`config.mk`:
```
export PLATFORM = sky130hd
export DESIGN_NAME = ptc_fifo
export DESIGN_NICKNAME = d
export VERILOG_FILES = /design/src/rtl/ptc_pkg.sv /design/src/rtl/ptc_fifo.sv
export SDC_FILE = /design/constraint.sdc
export NUM_CORES = 1
export LEC_CHECK = 0
export ABC_AREA = 1
export BUFFER_PORTS_ARGS = -buffer_cell sky130_fd_sc_hd__buf_2
export CELL_PAD_IN_SITES_DETAIL_PLACEMENT = 1
export CELL_PAD_IN_SITES_GLOBAL_PLACEMENT = 1
export CORE_MARGIN = 3
export CORE_UTILIZATION = 47
export DETAILED_ROUTE_END_ITERATION = 10
export PLACE_DENSITY_LB_ADDON = 0.1
export SLEW_MARGIN = 20
export SYNTH_ARGS = -nofsm -noshare
export SYNTH_HDL_FRONTEND = slang
export SYNTH_SLANG_ARGS = --single-unit
```
`constraint.sdc`:
```
create_clock -name clk -period 4.7 [get_ports clk]
set_input_delay 0.47 -clock clk [delete_from_list [all_inputs] [get_ports clk]]
set_output_delay 0.47 -clock clk [all_outputs]
set_load 0.03 [all_outputs]
```
`src/rtl/ptc_pkg.sv`:
```
// ----------------------------------------------------------------------------
// ptc_pkg
// Shared types, constants and helpers for the pressure/temperature
// compensation block.
// ----------------------------------------------------------------------------
package ptc_pkg;

  localparam int ADC_BITS   = 20;
  localparam int FIFO_DEPTH = 4;
  localparam int FIFO_AW    = $clog2(FIFO_DEPTH);

  localparam logic [19:0] ADC_MASK = 20'(((1 << ADC_BITS) - 1) << (20 - ADC_BITS));

  // 2^35 / 10 rounded up, exact quotient for any 32-bit dividend
  localparam logic [31:0] RECIP10 = 32'hCCCC_CCCD;

  localparam logic signed [63:0] PRESS_MAX = 64'sd262143;

  // configuration register indexes
  localparam logic [1:0] REG_TEMP_CAL  = 2'd0;
  localparam logic [1:0] REG_PRES_LOW  = 2'd1;
  localparam logic [1:0] REG_PRES_MID  = 2'd2;
  localparam logic [1:0] REG_PRES_HIGH = 2'd3;

  typedef struct packed {
    logic [47:0] temp_cal;
    logic [47:0] pres_cal_low;
    logic [47:0] pres_cal_mid;
    logic [47:0] pres_cal_high;
  } ptc_cal_t;

  // job handed from the temperature front end to the pressure back end
  typedef struct packed {
    logic signed [31:0] tf;
    logic [19:0]        adc_p;
    logic signed [15:0] tenths;
  } ptc_job_t;

  typedef struct packed {
    logic signed [15:0] temp_tenths;
    logic [17:0]        press_pa;
    logic               press_valid;
  } ptc_result_t;

  function automatic logic signed [31:0] sx16_32(input logic [15:0] v);
    return {{16{v[15]}}, v};
  endfunction

  function automatic logic signed [63:0] sx16_64(input logic [15:0] v);
    return {{48{v[15]}}, v};
  endfunction

endpackage

```
`src/rtl/ptc_fifo.sv`:
```
// ----------------------------------------------------------------------------
// ptc_fifo
// Short job queue between the temperature front end and the pressure unit.
// ----------------------------------------------------------------------------
module ptc_fifo import ptc_pkg::*; (
  input  logic     clk,
  input  logic     rst,
  input  ptc_job_t wr_job,
  input  logic     wr_valid,
  output logic     wr_ready,
  output ptc_job_t rd_job,
  output logic     rd_valid,
  input  logic     rd_pop
);

  ptc_job_t             slots [FIFO_DEPTH];
  logic [FIFO_AW-1:0]   wr_ptr, rd_ptr;
  logic [FIFO_AW:0]     count;
  logic                 push, pop;

  assign wr_ready = (count != (FIFO_AW+1)'(FIFO_DEPTH));
  assign rd_valid = (count != '0);
  assign push     = wr_valid && wr_ready;
  assign pop      = rd_pop && rd_valid;
  assign rd_job   = slots[rd_ptr];

  always_ff @(posedge clk) begin
    if (rst) begin
      wr_ptr <= '0;
      rd_ptr <= '0;
      count  <= '0;
    end else begin
      if (push) wr_ptr <= wr_ptr + 1'b1;
      if (pop)  rd_ptr <= rd_ptr + 1'b1;
      count <= count + (FIFO_AW+1)'(push) - (FIFO_AW+1)'(pop);
    end
  end

  always_ff @(posedge clk) begin
    if (push) slots[wr_ptr] <= wr_job;
  end

endmodule

```
Word level (Yosys, flattened, before mapping):

Memories as Yosys holds them, arrays and structs flattened. A register that Yosys moved wholly into a read port is not among the register bits.
Cells that the tools add are included.

* logic and storage cells: 16
* memory bits (writable): 272
* bits of input ports: 72
* output and inout port bits: 70
* register bits: 7
* memories kept: 1

* mux-type cells: 4
* reduce and logical (&&, ||, !) cells: 3
* equal/unequal tests: 1
* add/sub/neg operators: 4

Memories
* slots: depth 4, bits a word 68, read ports 1, clocked after Yosys merged registers in 1, wr ports 1, RTL line ptc_fifo.sv:16 `ptc_job_t slots [FIFO_DEPTH];`

Operators with widths (count)
* $add A2 B1 Y2 const B: 2
* $mux W2: 2
* $add A3 B1 Y3: 1
* $ne A3 B3 Y1 const B: 1
* $reduce_bool A3 Y1: 1
* $sub A3 B1 Y3: 1
* $logic_and A1 B1 Y1: 2
* $mux W1: 2

Depth between registers and ports, before layout:

* word-level depth: 4
* gate-level depth with buffers: 10
* gate-level depth less buffers: 10

Worst setup path before layout:

No wires, ideal clock.

* kind: flip-flop to flip-flop
* from: register count[1]
* to: memory slots[0][0] in the netlist's numbering (enable)
* buffers on the path: 0
* slack: 0.388 ns
* cell stages (with the launch flop): 5
* data arrival time: 3.818 ns
* library setup time: 0.495 ns
* data required time: 4.205 ns
* cells stage by stage: dfxtp_1 > nor2_1 > nand2_1 > nand2_1 > nor2_1

* longest elaborated chain between the ends: 4

RTL lines
* start, declared: RTL line ptc_fifo.sv:18 `logic [FIFO_AW:0] count;`
* start signal, assigned: RTL line ptc_fifo.sv:35 `count <= count + (FIFO_AW+1)'(push) - (FIFO_AW+1)'(pop);`
* $ne A3 B3 Y1: RTL line ptc_fifo.sv:21 `assign wr_ready = (count != (FIFO_AW+1)'(FIFO_DEPTH));`
* net wr_ready: RTL line ptc_fifo.sv:10 `output logic wr_ready,`
* $logic_and A1 B1 Y1: RTL line ptc_fifo.sv:23 `assign push = wr_valid && wr_ready;`
* $mux W1: RTL line ptc_fifo.sv:40 `if (push) slots[wr_ptr] <= wr_job;`
* $mux W1 (not written as such): RTL line ptc_fifo.sv:40
* end, declared: RTL line ptc_fifo.sv:16

The timed path passes the listed nets, and every way through them passes these cells.

==> results.md <==
* Status: completed
* Global-route wire length before repair at 37.6 mm
* Sequential share of the synthesized area at 79.2%
* Worst Tran Pin Value at 1.07 ns
* PwrDens at 602 nW/um^2
* Worst VDD drop at 0.000396 V
* Setup ws final at 1.35 ns
* Critical path class: register to primary output
* Total grt overflow at 0
* Mapped Cells at 722
* Tightest Hold Check Type: input port to register
* Clock slew at reported path FFs at 0.06 ns
* Dpl hpwl at 13.5 mm
* Clk_lat worst skew at 0.54 ns
* Fin crit period at 3.35 ns
* Area growth from synthesis to layout at 18.5%
* CTS tree: done
* Synthesized area per cell at 14.6 um^2
* CP max stage delay at 0.85 ns
* Combinational power share at 24.8%
* Inst Count DP at 1108
* Die Area at 24300 um^2
* Endpoints failing setup at 0
* Flops & latches, synth at 281
* Crit path max fanout at 70
* Max Slew Vio Count at 0
* Clock power share at 32.9%
* Skew final at 0.0135 ns
* Worst path slowest cell: dfxtp_4
* CTS H-tree lvls at 1
* Sum of negative setup slack at 0 ns
* Tcrit/Tclk final at 71.3%
* Vias at 6449
* Leak pwr at 4.41 nW
* Top Ports at 142
* # fillers at 2156
* Die Wd at 156 um
* Slew margin rel. at 28.5%
* Worst Path Arrival at 2.88 ns
* Routed Antenna Nets at 0
* Dpl ws at 1.97 ns
* Clock Sinks at 281
* Final Non-Filler Cells at 1164
* Sw frac at 32.4%
* Initial Util at 48.0%
* Clk buf depth at 3
* Gr usage total at 19.9%
* Antenna violations before repair at 6
* Final hold vios at 0
* Max-Cap Viols at 0
* Core area at 22000 um^2
* Router iterations before antenna repair at 4
* CP Cell Sequence: buf_4 -> o21ai_0 -> o22ai_1 -> buf_2
* # port buffers at 141
* Placer Congestion at 0.710
* CP Data Required Time at 4.23 ns
* Share of cells above drive strength 1 at 22.8%
* Most frequent cells in the layout: edfxtp_1 (272), nor2_1 (145), buf_2 (141)
* Cts repair resizes at 0
* Crit. End Element: primary output
* Post-placement cell area at 11400 um^2
* CTS root buffer: clkbuf_16
* Num rows at 54
* Largest net degree at the start of global routing at 137
* Postcts setup bufs at 0
* Vias per cell at 5.54
* R2R Setup Slk at 2.04 ns
* Synth warn at 0
* Final-stage net count at 939
* Netlist cell types at 20
* Seq pwr share at 42.3%
* Crit start category: register
* Unrepaired setup endpoints after global routing: false
* Residual DRC at 0
* DR WL/cell at 21.0 um
* Cell area after layout at 12500 um^2
* Internal at 5.08 mW
* Overall Power at 7.51 mW
* Switching power at 2.43 mW
* DRT Wirelength at 24.5 mm
* Mapped cell area at 10500 um^2
* Number of buffers created by CTS at 30
* Commonest non-fill, non-tap cell in the layout: edfxtp_1
* Die H at 156 um
* Post-CTS Hold Buffers at 0
* Syn_nets at 801
* Initial drt markers at 467
* Vias in the first global route at 6831
* Max Clk Rate at 298 MHz
[Yosys cell counts (all sizes together)]
cell type,number,share of area (%)
edfxtp,272,78
nor2,149,5.3
o21ai,137,6.5
o22ai,68,4.0
clkbuf,22,0.96
buf,21,1.5
inv,16,0.62
nand2,12,0.43
dfxtp,9,1.7
ha,6,0.71
a21oi,4,0.19
nand3,3,0.14
a21boi,2,0.14
fa,1,0.19
[sequential cells by signal, indices dropped and copies added, names as in the netlist, named ones only]
| register | cells |
|---|---|
| rd_ptr | 2 |
| count | 3 |
| slots | 272 |
| wr_ptr | 2 |
[path summary, 6_finish.rpt]
check                               from  depth (start not counted)                      to
hold / removal                       rst                          2     count[1]$_SDFF_PP0_
setup reg to reg     count[1]$_SDFF_PP0_                          5  slots[0][10]$_DFFE_PP_
setup / recovery                register                          4              rd_job[54]
hold reg to reg   rd_ptr[0]$_SDFFE_PP0P_                          2                register
[power by group through the flow]
stage	clock [mW]	sequential, mW	combinational [mW]
3_3_place_gp	0	3.21	1.83
2_1_floorplan	0	3.18	1.34
3_5_place_dp	0	3.23	1.89
6_report	2.47	3.18	1.86
5_1_grt	2.63	3.21	2.04
4_1_cts	2.51	3.18	1.90
[stage by stage]
| step | hold slack, ns | util (%) |
|---|---|---|
| after floorplan | 0.448 | - |
| after global placement | 0.466 | 52.0 |
| after detailed placement | 0.480 | 52.0 |
| after CTS | 0.104 | 56.9 |
| after global routing | 0.114 | 56.9 |
| final | 0.131 | 56.9 |
[area by class of cell]
| class | instances | area (um^2) | share of cell area [%] |
|---|---|---|---|
| Inverter | 16 | 65.1 | 0.521 |
| Clock buffer | 43 | 881 | 7.05 |
| Antenna cell | 1 | 2.50 | 0.0200 |
| Timing Repair Buffer | 149 | 766 | 6.13 |
| Sequential cell | 281 | 8350 | 66.9 |
| Tap cell | 280 | 350 | 2.80 |
| Clock inverter | 12 | 183 | 1.46 |
| Multi-Input combinational cell | 382 | 1890 | 15.1 |
[critical path, delay by kind of cell (launching register included)]
kind                   cells  cell delay, ns
buffers and inverters      2            0.89
DFF                        1            0.85
AOI/OAI and AO/OA          2            0.56
[kinds of logic after synthesis]
group | share of synthesized area [%]
flip-flops | 79.2
AO/OA/AOI/OAI | 10.9
AND/OR/NAND/NOR | 5.88
buffers and inverters | 3.11
adder cells (fa/ha/maj) | 0.902
[metal layers]
metal / track usage, % / up-vias / part of all wire [%]
met3: 4.74 / 44 / 4.9
met1: 24.6 / 3261 / 42
met5: 0 / - / 0.28
li1: - / 2985 / -
met4: 4.46 / 10 / 1.8
met2: 35.6 / 149 / 51
Power figures use the tool's default switching activity.
